File: src/rtl/core/running_rms_level_detector_defines.svh
// Assertion macros for the RTL.
`ifndef RUNNING_RMS_LEVEL_DETECTOR_DEFINES_SVH
`define RUNNING_RMS_LEVEL_DETECTOR_DEFINES_SVH

`ifndef NO_ASSERTIONS

// Checked at every clock edge, off while reset is asserted.
`define RRLD_ASSERT(label, prop, msg) \
    label: assert property (@(posedge clk) disable iff (!rst_n) (prop)) else $error(msg);

// Checked at every clock edge, reset included.
`define RRLD_ASSERT_ALWAYS(label, prop, msg) \
    label: assert property (@(posedge clk) (prop)) else $error(msg);

`else

`define RRLD_ASSERT(label, prop, msg)

`define RRLD_ASSERT_ALWAYS(label, prop, msg)

`endif

`endif

File: src/rtl/core/rrld_pkg.sv
package rrld_pkg;

    localparam int SAMPLE_BITS  = 24;
    localparam int NUM_CHANNELS = 2;

    // config register widths and indexes
    localparam int WF_W        = 16;
    localparam int CC_W        = 2;
    localparam int CFG_DATA_W  = 16;
    localparam int CFG_INDEX_W = 1;
    localparam logic [CFG_INDEX_W-1:0] CFG_WINDOW_FRAMES = 1'd0;
    localparam logic [CFG_INDEX_W-1:0] CFG_CHANNEL_COUNT = 1'd1;
    localparam logic [WF_W-1:0] WF_RESET = 16'd480;
    localparam logic [CC_W-1:0] CC_RESET = 2'd2;

    // datapath widths
    localparam int CH_W     = 1;
    localparam int CH_IDX_W = (NUM_CHANNELS > 1) ? $clog2(NUM_CHANNELS) : 1;
    localparam int MS_W     = 32;
    localparam int LEVEL_W  = 16;
    localparam int N_W      = WF_W + CC_W;
    localparam int ACC_W    = MS_W + N_W;    // ms*(n-1)+sq <= (2^32-1)*n
    localparam int PROD_W   = 2 * SAMPLE_BITS;
    localparam int WIDE_W   = 64;
    localparam int SQ_FRAC  = 2 * (SAMPLE_BITS - 1);
    localparam int SQ_RSHIFT = (SQ_FRAC >= MS_W) ? (SQ_FRAC - MS_W) : 0;
    localparam int SQ_LSHIFT = (SQ_FRAC < MS_W) ? (MS_W - SQ_FRAC) : 0;
    localparam logic [MS_W-1:0] MS_MAX = '1;

    // iteration counts
    localparam int DIV_STEPS  = MS_W;
    localparam int SQRT_STEPS = MS_W / 2;
    localparam int CNT_W      = $clog2(DIV_STEPS);
    localparam int SQRT_IDX_W = $clog2(SQRT_STEPS);
    localparam logic [CNT_W-1:0] DIV_LAST  = CNT_W'(DIV_STEPS - 1);
    localparam logic [CNT_W-1:0] SQRT_LAST = CNT_W'(SQRT_STEPS - 1);

    typedef struct packed {
        logic             load_in;
        logic             square;
        logic             mac;
        logic             div_step;
        logic             write_back;
        logic             sqrt_step;
        logic             out_load;
        logic [CNT_W-1:0] step_idx;
    } cmd_t;

endpackage

File: src/rtl/core/rrld_if.sv
interface rrld_sample_if;
    logic                                     valid;
    logic                                     ready;
    logic signed [rrld_pkg::SAMPLE_BITS-1:0]  sample_value;
    logic        [rrld_pkg::CH_W-1:0]         channel_index;

    modport source (output valid, output sample_value, output channel_index, input ready);
    modport sink   (input valid, input sample_value, input channel_index, output ready);
endinterface

interface rrld_level_if;
    logic                             valid;
    logic                             ready;
    logic [rrld_pkg::LEVEL_W-1:0]     rms_level;
    logic [rrld_pkg::CH_W-1:0]        level_channel;

    modport source (output valid, output rms_level, output level_channel, input ready);
    modport sink   (input valid, input rms_level, input level_channel, output ready);
endinterface

File: src/rtl/core/rrld_datapath.sv
module rrld_datapath (
    input  logic                                    clk,
    input  logic                                    rst_n,
    input  rrld_pkg::cmd_t                          cmd,
    input  logic        [rrld_pkg::WF_W-1:0]        window_frames,
    input  logic        [rrld_pkg::CC_W-1:0]        channel_count,
    input  logic signed [rrld_pkg::SAMPLE_BITS-1:0] sample_value,
    input  logic        [rrld_pkg::CH_W-1:0]        channel_index,
    output logic        [rrld_pkg::LEVEL_W-1:0]     rms_level,
    output logic        [rrld_pkg::CH_W-1:0]        level_channel
);
    import rrld_pkg::*;

    logic [SAMPLE_BITS-1:0] sample_reg;
    logic [CH_W-1:0]        ch_reg;
    logic [N_W-1:0]         n_reg;
    logic [MS_W-1:0]        sq_reg;
    logic [N_W-1:0]         rem_reg;
    logic [MS_W-1:0]        quo_reg;
    logic [MS_W-1:0]        sqrt_rem_reg;
    logic [MS_W-1:0]        root_reg;
    logic [MS_W-1:0]        ms_reg [NUM_CHANNELS];
    logic [LEVEL_W-1:0]     rms_level_reg;
    logic [CH_W-1:0]        level_channel_reg;

    logic                   ch_valid;
    logic [CH_IDX_W-1:0]    ch_idx;
    logic [N_W-1:0]         n_raw;
    logic [SAMPLE_BITS-1:0] mag;
    logic [PROD_W-1:0]      sq_prod;
    logic [WIDE_W-1:0]      sq_wide;
    logic [MS_W-1:0]        sq_sat;
    logic [ACC_W-1:0]       acc;
    logic [N_W:0]           rem_sh;
    logic                   q_bit;
    logic [MS_W-1:0]        sqrt_bit;
    logic [MS_W-1:0]        sqrt_trial;
    logic                   sqrt_take;

    assign ch_valid = (32'(ch_reg) < NUM_CHANNELS);
    assign ch_idx   = CH_IDX_W'(ch_reg);
    assign n_raw    = N_W'(window_frames) * N_W'(channel_count);

    // |x|^2 in Q0.32, saturating; full-scale negative saturates to 2^32-1
    assign mag     = sample_reg[SAMPLE_BITS-1] ? (~sample_reg + 1'b1) : sample_reg;
    assign sq_prod = mag * mag;
    assign sq_wide = (WIDE_W'(sq_prod) >> SQ_RSHIFT) << SQ_LSHIFT;
    assign sq_sat  = (sq_wide > WIDE_W'(MS_MAX)) ? MS_MAX : sq_wide[MS_W-1:0];

    assign acc = ACC_W'(ms_reg[ch_idx]) * ACC_W'(n_reg - 1'b1) + ACC_W'(sq_reg);

    // restoring divide, one quotient bit per step
    assign rem_sh = {rem_reg, quo_reg[MS_W-1]};
    assign q_bit  = (rem_sh >= {1'b0, n_reg});

    // square root, two radicand bits per step
    assign sqrt_bit   = MS_W'(1) << {cmd.step_idx[SQRT_IDX_W-1:0], 1'b0};
    assign sqrt_trial = root_reg + sqrt_bit;
    assign sqrt_take  = (sqrt_rem_reg >= sqrt_trial);

    always_ff @(posedge clk)
    begin
        if (cmd.load_in)
        begin
            sample_reg <= sample_value;
            ch_reg     <= channel_index;
            n_reg      <= (n_raw == '0) ? N_W'(1) : n_raw;
        end
        if (cmd.square)
        begin
            sq_reg <= sq_sat;
        end
        if (cmd.mac)
        begin
            rem_reg <= N_W'(acc >> MS_W);
            quo_reg <= acc[MS_W-1:0];
        end
        else if (cmd.div_step)
        begin
            rem_reg <= q_bit ? N_W'(rem_sh - {1'b0, n_reg}) : N_W'(rem_sh);
            quo_reg <= {quo_reg[MS_W-2:0], q_bit};
        end
        if (cmd.write_back)
        begin
            sqrt_rem_reg <= quo_reg;
            root_reg     <= '0;
        end
        else if (cmd.sqrt_step)
        begin
            if (sqrt_take)
            begin
                sqrt_rem_reg <= sqrt_rem_reg - sqrt_trial;
                root_reg     <= (root_reg >> 1) + sqrt_bit;
            end
            else
            begin
                root_reg <= root_reg >> 1;
            end
        end
        if (cmd.out_load)
        begin
            rms_level_reg     <= ch_valid ? root_reg[LEVEL_W-1:0] : '0;
            level_channel_reg <= ch_reg;
        end
    end

    // running mean square per channel
    always_ff @(posedge clk or negedge rst_n)
    begin
        if (!rst_n)
        begin
            for (int i = 0; i < NUM_CHANNELS; i++)
            begin
                ms_reg[i] <= '0;
            end
        end
        else if (cmd.write_back && ch_valid)
        begin
            ms_reg[ch_idx] <= quo_reg;
        end
    end

    assign rms_level     = rms_level_reg;
    assign level_channel = level_channel_reg;

endmodule

File: src/rtl/core/rrld_ctrl.sv
`include "running_rms_level_detector_defines.svh"

module rrld_ctrl (
    input  logic           clk,
    input  logic           rst_n,
    input  logic           in_valid,
    output logic           in_ready,
    output logic           out_valid,
    input  logic           out_ready,
    output rrld_pkg::cmd_t cmd
);
    import rrld_pkg::*;

    localparam logic [2:0] ST_IDLE = 3'd0;
    localparam logic [2:0] ST_SQ   = 3'd1;
    localparam logic [2:0] ST_MAC  = 3'd2;
    localparam logic [2:0] ST_DIV  = 3'd3;
    localparam logic [2:0] ST_WB   = 3'd4;
    localparam logic [2:0] ST_SQRT = 3'd5;
    localparam logic [2:0] ST_DONE = 3'd6;

    logic [2:0]       state_reg;
    logic [2:0]       state_next;
    logic [CNT_W-1:0] cnt_reg;
    logic [CNT_W-1:0] cnt_next;
    logic             out_valid_reg;
    logic             out_valid_next;

    always_comb
    begin
        state_next = state_reg;
        cnt_next   = cnt_reg;
        cmd        = '0;
        cmd.step_idx = cnt_reg;
        case (state_reg)
            ST_IDLE:
            begin
                if (in_valid)
                begin
                    cmd.load_in = 1'b1;
                    state_next  = ST_SQ;
                end
            end
            ST_SQ:
            begin
                cmd.square = 1'b1;
                state_next = ST_MAC;
            end
            ST_MAC:
            begin
                cmd.mac    = 1'b1;
                cnt_next   = DIV_LAST;
                state_next = ST_DIV;
            end
            ST_DIV:
            begin
                cmd.div_step = 1'b1;
                cnt_next     = cnt_reg - 1'b1;
                if (cnt_reg == '0)
                begin
                    state_next = ST_WB;
                end
            end
            ST_WB:
            begin
                cmd.write_back = 1'b1;
                cnt_next       = SQRT_LAST;
                state_next     = ST_SQRT;
            end
            ST_SQRT:
            begin
                cmd.sqrt_step = 1'b1;
                cnt_next      = cnt_reg - 1'b1;
                if (cnt_reg == '0)
                begin
                    state_next = ST_DONE;
                end
            end
            ST_DONE:
            begin
                if (!out_valid_reg || out_ready)
                begin
                    cmd.out_load = 1'b1;
                    state_next   = ST_IDLE;
                end
            end
            default:
            begin
                state_next = ST_IDLE;
            end
        endcase
    end

    always_comb
    begin
        out_valid_next = out_valid_reg;
        if (cmd.out_load)
        begin
            out_valid_next = 1'b1;
        end
        else if (out_ready)
        begin
            out_valid_next = 1'b0;
        end
    end

    always_ff @(posedge clk or negedge rst_n)
    begin
        if (!rst_n)
        begin
            state_reg     <= ST_IDLE;
            cnt_reg       <= '0;
            out_valid_reg <= 1'b0;
        end
        else
        begin
            state_reg     <= state_next;
            cnt_reg       <= cnt_next;
            out_valid_reg <= out_valid_next;
        end
    end

    assign in_ready  = (state_reg == ST_IDLE);
    assign out_valid = out_valid_reg;

    `RRLD_ASSERT(a_div_to_wb, (state_reg == ST_DIV && cnt_reg == '0) |=> (state_reg == ST_WB), "divide did not end in write-back")
    `RRLD_ASSERT(a_sqrt_start, (state_reg == ST_WB) |=> (state_reg == ST_SQRT && cnt_reg == SQRT_LAST), "square root not started at full count")
    `RRLD_ASSERT(a_done_holds, (state_reg == ST_DONE && out_valid_reg && !out_ready) |=> (state_reg == ST_DONE), "result left while output stalled")
    `RRLD_ASSERT(a_load_valid, cmd.out_load |=> out_valid_reg, "output load without valid")
    `RRLD_ASSERT_ALWAYS(a_one_step, !(cmd.div_step && cmd.sqrt_step), "divide and root stepped together")

endmodule

File: src/rtl/core/running_rms_level_detector.sv
// Running RMS level detector. Each accepted sample beat (signed Q1.23 sample plus channel
// number) updates that channel's running mean square, ms = floor((ms*(N-1) + x^2) / N)
// with N = window_frames * channel_count (taken as 1 when zero), and returns one level beat
// carrying floor(sqrt(ms)) as unsigned Q0.16 with the channel number. The square saturates
// at 2^32-1 in Q0.32. Each item is registered on acceptance, then squared, multiplied and
// accumulated, run through the bit-per-cycle restoring divider, written back, run through
// the two-bits-per-cycle square root and loaded into the output register once any earlier
// level is taken. The next sample can be taken in the same cycle as that level beat
// appears. The output register holds a finished level until it is taken; a new sample
// is accepted only when the datapath is idle. Config registers (index 0 window_frames,
// index 1 channel_count) are written with cfg_write_en and may only change while no item
// is in flight. Reset sets window_frames to 480, channel_count to 2 and clears both mean
// squares.
module running_rms_level_detector (
    input  logic                                   clk,
    input  logic                                   rst_n,
    input  logic                                   cfg_write_en,
    input  logic [rrld_pkg::CFG_INDEX_W-1:0]       cfg_index,
    input  logic [rrld_pkg::CFG_DATA_W-1:0]        cfg_data,
    rrld_sample_if.sink                            samples,
    rrld_level_if.source                           levels
);
    import rrld_pkg::*;

    logic [WF_W-1:0] window_frames_reg;
    logic [CC_W-1:0] channel_count_reg;
    cmd_t            cmd;

    // config registers: only the low bits of each register's width are kept
    always_ff @(posedge clk or negedge rst_n)
    begin
        if (!rst_n)
        begin
            window_frames_reg <= WF_RESET;
            channel_count_reg <= CC_RESET;
        end
        else if (cfg_write_en)
        begin
            case (cfg_index)
                CFG_WINDOW_FRAMES: window_frames_reg <= cfg_data[WF_W-1:0];
                CFG_CHANNEL_COUNT: channel_count_reg <= cfg_data[CC_W-1:0];
                default:           ;
            endcase
        end
    end

    // sequencer: steps one item through square, accumulate, divide and root
    rrld_ctrl u_ctrl (
        .clk       (clk),
        .rst_n     (rst_n),
        .in_valid  (samples.valid),
        .in_ready  (samples.ready),
        .out_valid (levels.valid),
        .out_ready (levels.ready),
        .cmd       (cmd)
    );

    // arithmetic, per-channel mean square storage and the output register
    rrld_datapath u_datapath (
        .clk           (clk),
        .rst_n         (rst_n),
        .cmd           (cmd),
        .window_frames (window_frames_reg),
        .channel_count (channel_count_reg),
        .sample_value  (samples.sample_value),
        .channel_index (samples.channel_index),
        .rms_level     (levels.rms_level),
        .level_channel (levels.level_channel)
    );

endmodule
File: src/flat_wrapper.sv
// flat-port wrapper written by rule: the top's interface ports become plain ports
module running_rms_level_detector_flat import rrld_pkg::*;
  (clk, rst_n, cfg_write_en, cfg_index, cfg_data, samples_valid, samples_sample_value, samples_channel_index, samples_ready, levels_valid, levels_rms_level, levels_level_channel, levels_ready);
  rrld_sample_if samples_i ();
  rrld_level_if levels_i ();
  input  logic clk;
  input  logic rst_n;
  input  logic cfg_write_en;
  input  logic [rrld_pkg::CFG_INDEX_W-1:0] cfg_index;
  input  logic [rrld_pkg::CFG_DATA_W-1:0] cfg_data;
  input wire logic [$bits(samples_i.valid)-1:0] samples_valid;
  input wire logic [$bits(samples_i.sample_value)-1:0] samples_sample_value;
  input wire logic [$bits(samples_i.channel_index)-1:0] samples_channel_index;
  output wire logic [$bits(samples_i.ready)-1:0] samples_ready;
  output wire logic [$bits(levels_i.valid)-1:0] levels_valid;
  output wire logic [$bits(levels_i.rms_level)-1:0] levels_rms_level;
  output wire logic [$bits(levels_i.level_channel)-1:0] levels_level_channel;
  input wire logic [$bits(levels_i.ready)-1:0] levels_ready;
  assign samples_i.valid = samples_valid;
  assign samples_i.sample_value = samples_sample_value;
  assign samples_i.channel_index = samples_channel_index;
  assign samples_ready = samples_i.ready;
  assign levels_valid = levels_i.valid;
  assign levels_rms_level = levels_i.rms_level;
  assign levels_level_channel = levels_i.level_channel;
  assign levels_i.ready = levels_ready;
  running_rms_level_detector u_core (.clk(clk), .rst_n(rst_n), .cfg_write_en(cfg_write_en), .cfg_index(cfg_index), .cfg_data(cfg_data), .samples(samples_i), .levels(levels_i));
endmodule
File: config.mk
export PLATFORM = sky130hd
export DESIGN_NAME = running_rms_level_detector_flat
export DESIGN_NICKNAME = d
export VERILOG_FILES = /design/src/rtl/core/rrld_pkg.sv /design/src/rtl/core/rrld_if.sv /design/src/rtl/core/rrld_datapath.sv /design/src/rtl/core/rrld_ctrl.sv /design/src/rtl/core/running_rms_level_detector.sv /design/src/flat_wrapper.sv
export VERILOG_INCLUDE_DIRS = /design/src /design/src/rtl/core
export SDC_FILE = /design/constraint.sdc
export NUM_CORES = 2
export LEC_CHECK = 0
export ABC_AREA = 1
export BUFFER_PORTS_ARGS = -buffer_cell sky130_fd_sc_hd__buf_4
export CAP_MARGIN = 25
export CORE_ASPECT_RATIO = 0.75
export CORE_MARGIN = 5
export CORE_UTILIZATION = 40
export CTS_BUF_LIST = sky130_fd_sc_hd__clkbuf_4 sky130_fd_sc_hd__clkbuf_8 sky130_fd_sc_hd__clkbuf_16
export CTS_CLUSTER_SIZE = 25
export DETAILED_ROUTE_END_ITERATION = 10
export PLACE_DENSITY_LB_ADDON = 0.05
export SLEW_MARGIN = 15
export SYNTH_ARGS = -nofsm -noshare
export SYNTH_HDL_FRONTEND = slang
export SYNTH_SLANG_ARGS = --single-unit
File: constraint.sdc
create_clock -name clk -period 9.18 [get_ports clk]
set_input_delay 0.459 -clock clk [delete_from_list [all_inputs] [get_ports clk]]
set_output_delay 0.459 -clock clk [all_outputs]
set_load 0.05 [all_outputs]
* Word level (Yosys, flattened, before mapping)
Index checks and enable logic that the tools add are counted.
** Operators by class
- $add $sub $neg :: 8
- Multipliers :: 3
- $lt $le $gt $ge :: 5
- Eq/ne operators :: 10
- Shift operators :: 1
- Mux-type cells :: 33
- Bitwise logic cells :: 3
- Reduce and logical (&&, ||, !) cells :: 16
** Operators by type and width (number)
- $mux 32 :: 10
- $bwmux 64 :: 1
- $mux 18 :: 3
- $add 50x32->50 :: 1
- $mul 33x19->50 :: 1
- $mul 24x24->48 :: 1
- $gt 34x32->1 const B :: 1
- $add 31x32->32 :: 1
- $add 32x32->32 :: 1
- $demux 32 s1 :: 1
- $ge 32x32->1 :: 1
- $shl 1x5->32 const A :: 1
- $sub 32x32->32 :: 1
- $add 24x1->24 const B :: 1
- $mux 24 :: 1
- $not 24->24 :: 1
- $pmux 3 s7 :: 1
- $ge 19x18->1 :: 1
- $sub 18x1->19 const B :: 1
- $logic_not 18->1 :: 1
- $mul 16x2->18 :: 1
- $sub 18x18->18 :: 1
- $pmux 5 s3 :: 1
- $mux 3 :: 4
- other kinds (20) :: 41
** Word-level totals
- Bits in registers :: 297
- Input port bits :: 47
- Output and inout bits :: 19
- Word-level logic and storage cells :: 96

* Longest topological paths before layout
- Depth after elaboration :: 7
- Gate-level depth with buffers :: 44
- Mapped depth without buffers :: 41

* Hierarchy
From an unflattened synthesis, not the netlist that was laid out.
** Unflattened totals
- Cell total of the unflattened synthesis :: 7528
- Area, all modules :: 58045.7 sq um
** By module, submodules not included
- rrld_datapath :: instances 1, cells an instance 7363, area an instance 56700.6 sq um, sequential area each 7467.2 sq um
- running_rms_level_detector :: instances 1, cells an instance 79, area an instance 745.7 sq um, sequential area each 456.7 sq um
- rrld_ctrl :: instances 1, cells an instance 86, area an instance 599.3 sq um, sequential area each 225.2 sq um

* Worst setup path before layout
No wires, ideal clock.
- Path kind :: register -> register
- From :: register u_core.u_datapath.sample_reg[0]
- To :: register u_core.u_datapath.sq_reg[23] (data pin)
- Setup time :: 260 ps
- Arrival :: 7595 ps
- Data required time :: 8920 ps
- Path slack :: 1324 ps
- Stages on the path, launching flop included :: 39
- Buffers on the path :: 3
- Period minus slack after synthesis :: 7856 ps
- Cells stage by stage :: edfxtp_1 inv_2 clkbuf_1 ha_1 inv_1 nor3_4 inv_2 nor2_4 nand3_2 o31ai_4 xor2_4 inv_4 buf_6 nor2_4 inv_2 fa_1 inv_1 fa_1 [3 not listed] inv_1 fa_1 fa_1 inv_1 fa_1 inv_1 ha_1 nand2_1 nor2_1 nand2_1 nor2_1 and3_1 nand2_1 nand3_1 nand2_1 nor2_4 buf_4 nand3_1
** On the way
- Cells in the longest elaborated chain, start to end :: 5
** RTL lines
- from (decl) :: RTL line rrld_datapath.sv:14 : logic [SAMPLE_BITS-1:0] sample_reg;
- from (signal assigned) :: RTL line rrld_datapath.sv:65 : sample_reg <= sample_value;
- $not 24->24 :: RTL line rrld_datapath.sv:45 : assign mag = sample_reg[SAMPLE_BITS-1] ? (~sample_reg + 1'b1) : sample_reg;
- $add 24x1->24 :: RTL line rrld_datapath.sv:45
- $mux 24 (*) :: RTL line rrld_datapath.sv:45
- $mul 24x24->48 (*) :: RTL line rrld_datapath.sv:46 : assign sq_prod = mag * mag;
- $gt 34x32->1 :: RTL line rrld_datapath.sv:48 : assign sq_sat = (sq_wide > WIDE_W'(MS_MAX)) ? MS_MAX : sq_wide[MS_W-1:0];
- to (signal assigned) :: RTL line rrld_datapath.sv:71 : sq_reg <= sq_sat;
- to (decl) :: RTL line rrld_datapath.sv:17 : logic [MS_W-1:0] sq_reg;
Mark *: on every way between the ends. The rest lies on a longest branch, timed or not.
A chain may end at the register's enable or synchronous reset.

* Final worst setup path
- From :: register u_core.u_datapath.sample_reg[0]
- To :: register u_core.u_datapath.sq_reg[24] (data pin)
The elaborated chain is that of the path after synthesis.

==> results.sh <==
export IMPL_area_sequential_um2=8150
export IMPL_hold_viol=0
export IMPL_detailedPlace_worstSlack_ns=0.504
export IMPL_period_minus_slack_ns=8.56
export IMPL_synth_sequential_area_ratio=0.141
export IMPL_simple_gate_share_of_the_synthesized_area=0.206
export IMPL_die_width_um=449
export IMPL_synth_mux_area_fraction=0.00273
export IMPL_max_slew_margin_rel=0.337
export IMPL_synth_most_common_cell="sky130_fd_sc_hd__inv_1"
export IMPL_path_clk_slew_ns=0.06
export IMPL_avgRoutedWirePerCell_um=21.5
export IMPL_postSynthCellCount=7453
export IMPL_crit_slowest_cell="sky130_fd_sc_hd__fa_1"
export IMPL_floorplan_initialDensity=0.404
export IMPL_timing_critical_path_fanout_max=11
export IMPL_syn_area_per_cell_um2=7.75
export IMPL_drt_wl_total_um=205000
export IMPL_grt_start_max_net_pins=58
export IMPL_synth_seq_cells=297
export IMPL_portBuffers=65
export IMPL_main_combinational_cell_family_by_area_after_synthesis="adder cells"
export IMPL_timing_final_ws_setup_ns=0.622
export IMPL_setup_viol=0
export IMPL_cp_data_required_time_ns=9.51
export IMPL_cp_end_kind="register"
export IMPL_ys_top_cells_by_area="sky130_fd_sc_hd__fa_1 (33%), sky130_fd_sc_hd__inv_1 (11%), sky130_fd_sc_hd__nand2_1 (11%), sky130_fd_sc_hd__ha_1 (9.9%), sky130_fd_sc_hd__edfxtp_1 (9.0%)"
export IMPL_cts_buffers=38
export IMPL_fmax_ghz=0.117
export IMPL_dpl_cell_count=9406
export IMPL_worst_slew_pin_transition_ns=0.994
export IMPL_critical_path_launch_point_type="register"
export IMPL_antenna_found_initial=3
export IMPL_largest_register_ffs=64
export IMPL_drv_max_cap_violation_count=0
export IMPL_final_cells=9503
export IMPL_post_cts_resize_count=0
export IMPL_synth_compound_area_frac=0.0668
export IMPL_status="completed"
export IMPL_synthDominantAreaCellType="sky130_fd_sc_hd__fa_1"
export IMPL_cts_num_sinks=297
export IMPL_post_synth_most_frequent_cells="sky130_fd_sc_hd__inv_1 (1764), sky130_fd_sc_hd__nand2_1 (1652), sky130_fd_sc_hd__fa_1 (964)"
export IMPL_fin_crit_share=0.932
export IMPL_synthesis_yosys_warnings=0
export IMPL_postLayoutCellArea_um2=62900
export IMPL_detail_route_first_pass_iterations=6
export IMPL_core_um2=143000
export IMPL_top_level_ports=66
export IMPL_cts_tree="done"
export IMPL_postSynth_asyncResetShare=0.306
export IMPL_worst_reg_to_reg_setup_slack_ns=0.62
export IMPL_final_nets=9048
export IMPL_globalplace_congestion=0.978
export IMPL_fp_dieArea_um2=152000
export IMPL_viasPerCell=5.11
export IMPL_drt_iter0_markers=4097
export IMPL_min_delay_path_class="in2reg"
export IMPL_max_stage_delay_ns=0.55
export IMPL_placedInstanceArea_um2=61300
export IMPL_drive_above_1_share=0.0552
export IMPL_multi_input_area_um2=42100
export IMPL_std_cell_rows=120
export IMPL_route_detailed_drc=0
export IMPL_die_h_um=339
export IMPL_detail_route_antenna_nets=0
export IMPL_grt_pass1_vias=49700
export IMPL_synth_adder_area_share=0.433
export IMPL_synth_xor_area_share=0.0194
export IMPL_synth_main_ff_cell="sky130_fd_sc_hd__edfxtp_1"
export IMPL_cts_root_buf="sky130_fd_sc_hd__clkbuf_16"
export IMPL_clock_skew_final_ns=0.0356
export IMPL_timing_setup_tns_ns=0
export IMPL_ctsHtreeMaxLevel=2
export IMPL_grt_pass1_wl_um=311000
export IMPL_cp_buffers_inverters=12
export IMPL_number_of_enable_type_register_cells_in_the_synthesized_netlist=174
export IMPL_timing_max_transition_violations_final=0
export IMPL_number_of_buffers_between_clock_root_and_the_deepest_sink=3
export IMPL_leftover_overflow_at_the_end_of_global_routing=0
export IMPL_syn_cell_area_um2=57800
export IMPL_post_dp_hpwl_um=172000
export IMPL_yosysTopAreaCellShare=0.334
export IMPL_grt_setup_unrepaired="no"
export IMPL_track_usage=0.269
export IMPL_fill_cells=14900
export IMPL_timing_critical_path_max_delay_family="adder cells"
export IMPL_insertion_delay_ns=0.62
export IMPL_cp_arrival_ns=8.89
export IMPL_area_growth_pct=8.87
export IMPL_yosys_cell_types_count=60
export IMPL_setup_worst_path_class="reg2reg"
export IMPL_detailroute_via_count=48600
==> cells by family (layout without fill, tap and decap cells) <==
logic type	Yosys count	after routing
simple gates	2894	2894
buf+inv	1986	2129
fa+ha+maj	1420	1420
compound gates	714	714
flops	297	297
xor+xnor	126	126
mux	14	14
other cells	2	18
==> through the flow <==
step	util	hold slack (ns)
floorplan	-	0.163
global placement	0.428	0.465
detailed placement	0.429	0.473
CTS	0.439	0.0249
global route	0.439	0.0480
finish	0.439	0.0678
==> repair_timing <==
action | 4_1_cts | 5_1_grt
hold buffers | 25 | 0
endpoints found under the hold margin | 71 | 0
endpoints found under the setup margin | 0 | 32
buffers inserted | 0 | 1
==> routing by layer <==
layer	track usage	vias to the layer above	wire, µm
met2	0.372	1725	79200
met3	0.0976	195	23500
met1	0.402	23800	97900
met4	0.0506	0	4180
met5	0	-	0
li1	-	22800	-
==> worst reg2reg max path, delay by kind of cell (launching register included) <==
family | cells | cell delay, ns
flops | 1 | 0.43
simple gates | 14 | 2.21
buf+inv | 12 | 1.35
fa+ha+maj | 9 | 4.01
compound gates | 1 | 0.14
xor+xnor | 1 | 0.15
==> path summary, 6_finish.rpt <==
path	startpoint	end	cells past startpoint
min	cfg_data[3]	u_core.window_frames_reg[3]	2
max	u_core.u_datapath.sample_reg[0]	u_core.u_datapath.sq_reg[24]	37
max in group asynchronous	rst_n	u_core.window_frames_reg[11]	3
min in group asynchronous	rst_n	u_core.u_ctrl.cnt_reg[3]	2
min reg2reg	u_core.u_datapath.ms_reg[10]	u_core.u_datapath.ms_reg[10]	2
max reg2reg	u_core.u_datapath.sample_reg[0]	u_core.u_datapath.sq_reg[24]	37
==> cell usage in the layout, fill, tap and decap left out, types with 7 or more instances in the layout <==
cell                            netlist  layout
sky130_fd_sc_hd__or2_2               33      33
sky130_fd_sc_hd__clkbuf_16            0      39
sky130_fd_sc_hd__buf_4                6     244
sky130_fd_sc_hd__mux2_2              14      14
sky130_fd_sc_hd__a21o_1              12      12
sky130_fd_sc_hd__nand4_1            105     105
sky130_fd_sc_hd__conb_1               2      17
sky130_fd_sc_hd__nor3_1              69      68
sky130_fd_sc_hd__nor4_1              15      15
sky130_fd_sc_hd__nand2_1           1652    1650
sky130_fd_sc_hd__inv_1             1764    1763
sky130_fd_sc_hd__dlygate4sd3_1        0      25
sky130_fd_sc_hd__nand3b_1            17      17
sky130_fd_sc_hd__xnor2_1             66      66
sky130_fd_sc_hd__o21ai_1              7      24
sky130_fd_sc_hd__a21oi_1            228     228
sky130_fd_sc_hd__o21bai_1            38      38
sky130_fd_sc_hd__o21a_1              10      10
sky130_fd_sc_hd__nor2_4               6       8
sky130_fd_sc_hd__ha_1               456     456
sky130_fd_sc_hd__dfxtp_1             32      32
sky130_fd_sc_hd__o21ai_0            367     350
sky130_fd_sc_hd__nor2_1             689     685
sky130_fd_sc_hd__nand3_1            278     278
sky130_fd_sc_hd__a31oi_1             11      11
sky130_fd_sc_hd__xor2_1              59      59
sky130_fd_sc_hd__fa_1               964     964
sky130_fd_sc_hd__dfrtp_1             86      86
sky130_fd_sc_hd__edfxtp_1           174     174
sky130_fd_sc_hd__nor2_2               5       7
sky130_fd_sc_hd__clkbuf_4             0      10
sky130_fd_sc_hd__o211ai_1            18      18
sky130_fd_sc_hd__inv_2               11      12
==> cell type report <==
type                            instances  share of cell area
Antenna cell                            1           0.0000398
Clock buffer                           52              0.0174
Clock inverter                         18             0.00293
Inverter                             1782               0.106
Multi-Input combinational cell       5185               0.670
Sequential cell                       297               0.130
Tap cell                             1891              0.0376
Timing Repair Buffer                  277              0.0356
Power is not shown: default switching activity piles up to over one toggle a cycle in this logic, so the estimate is an artifact.
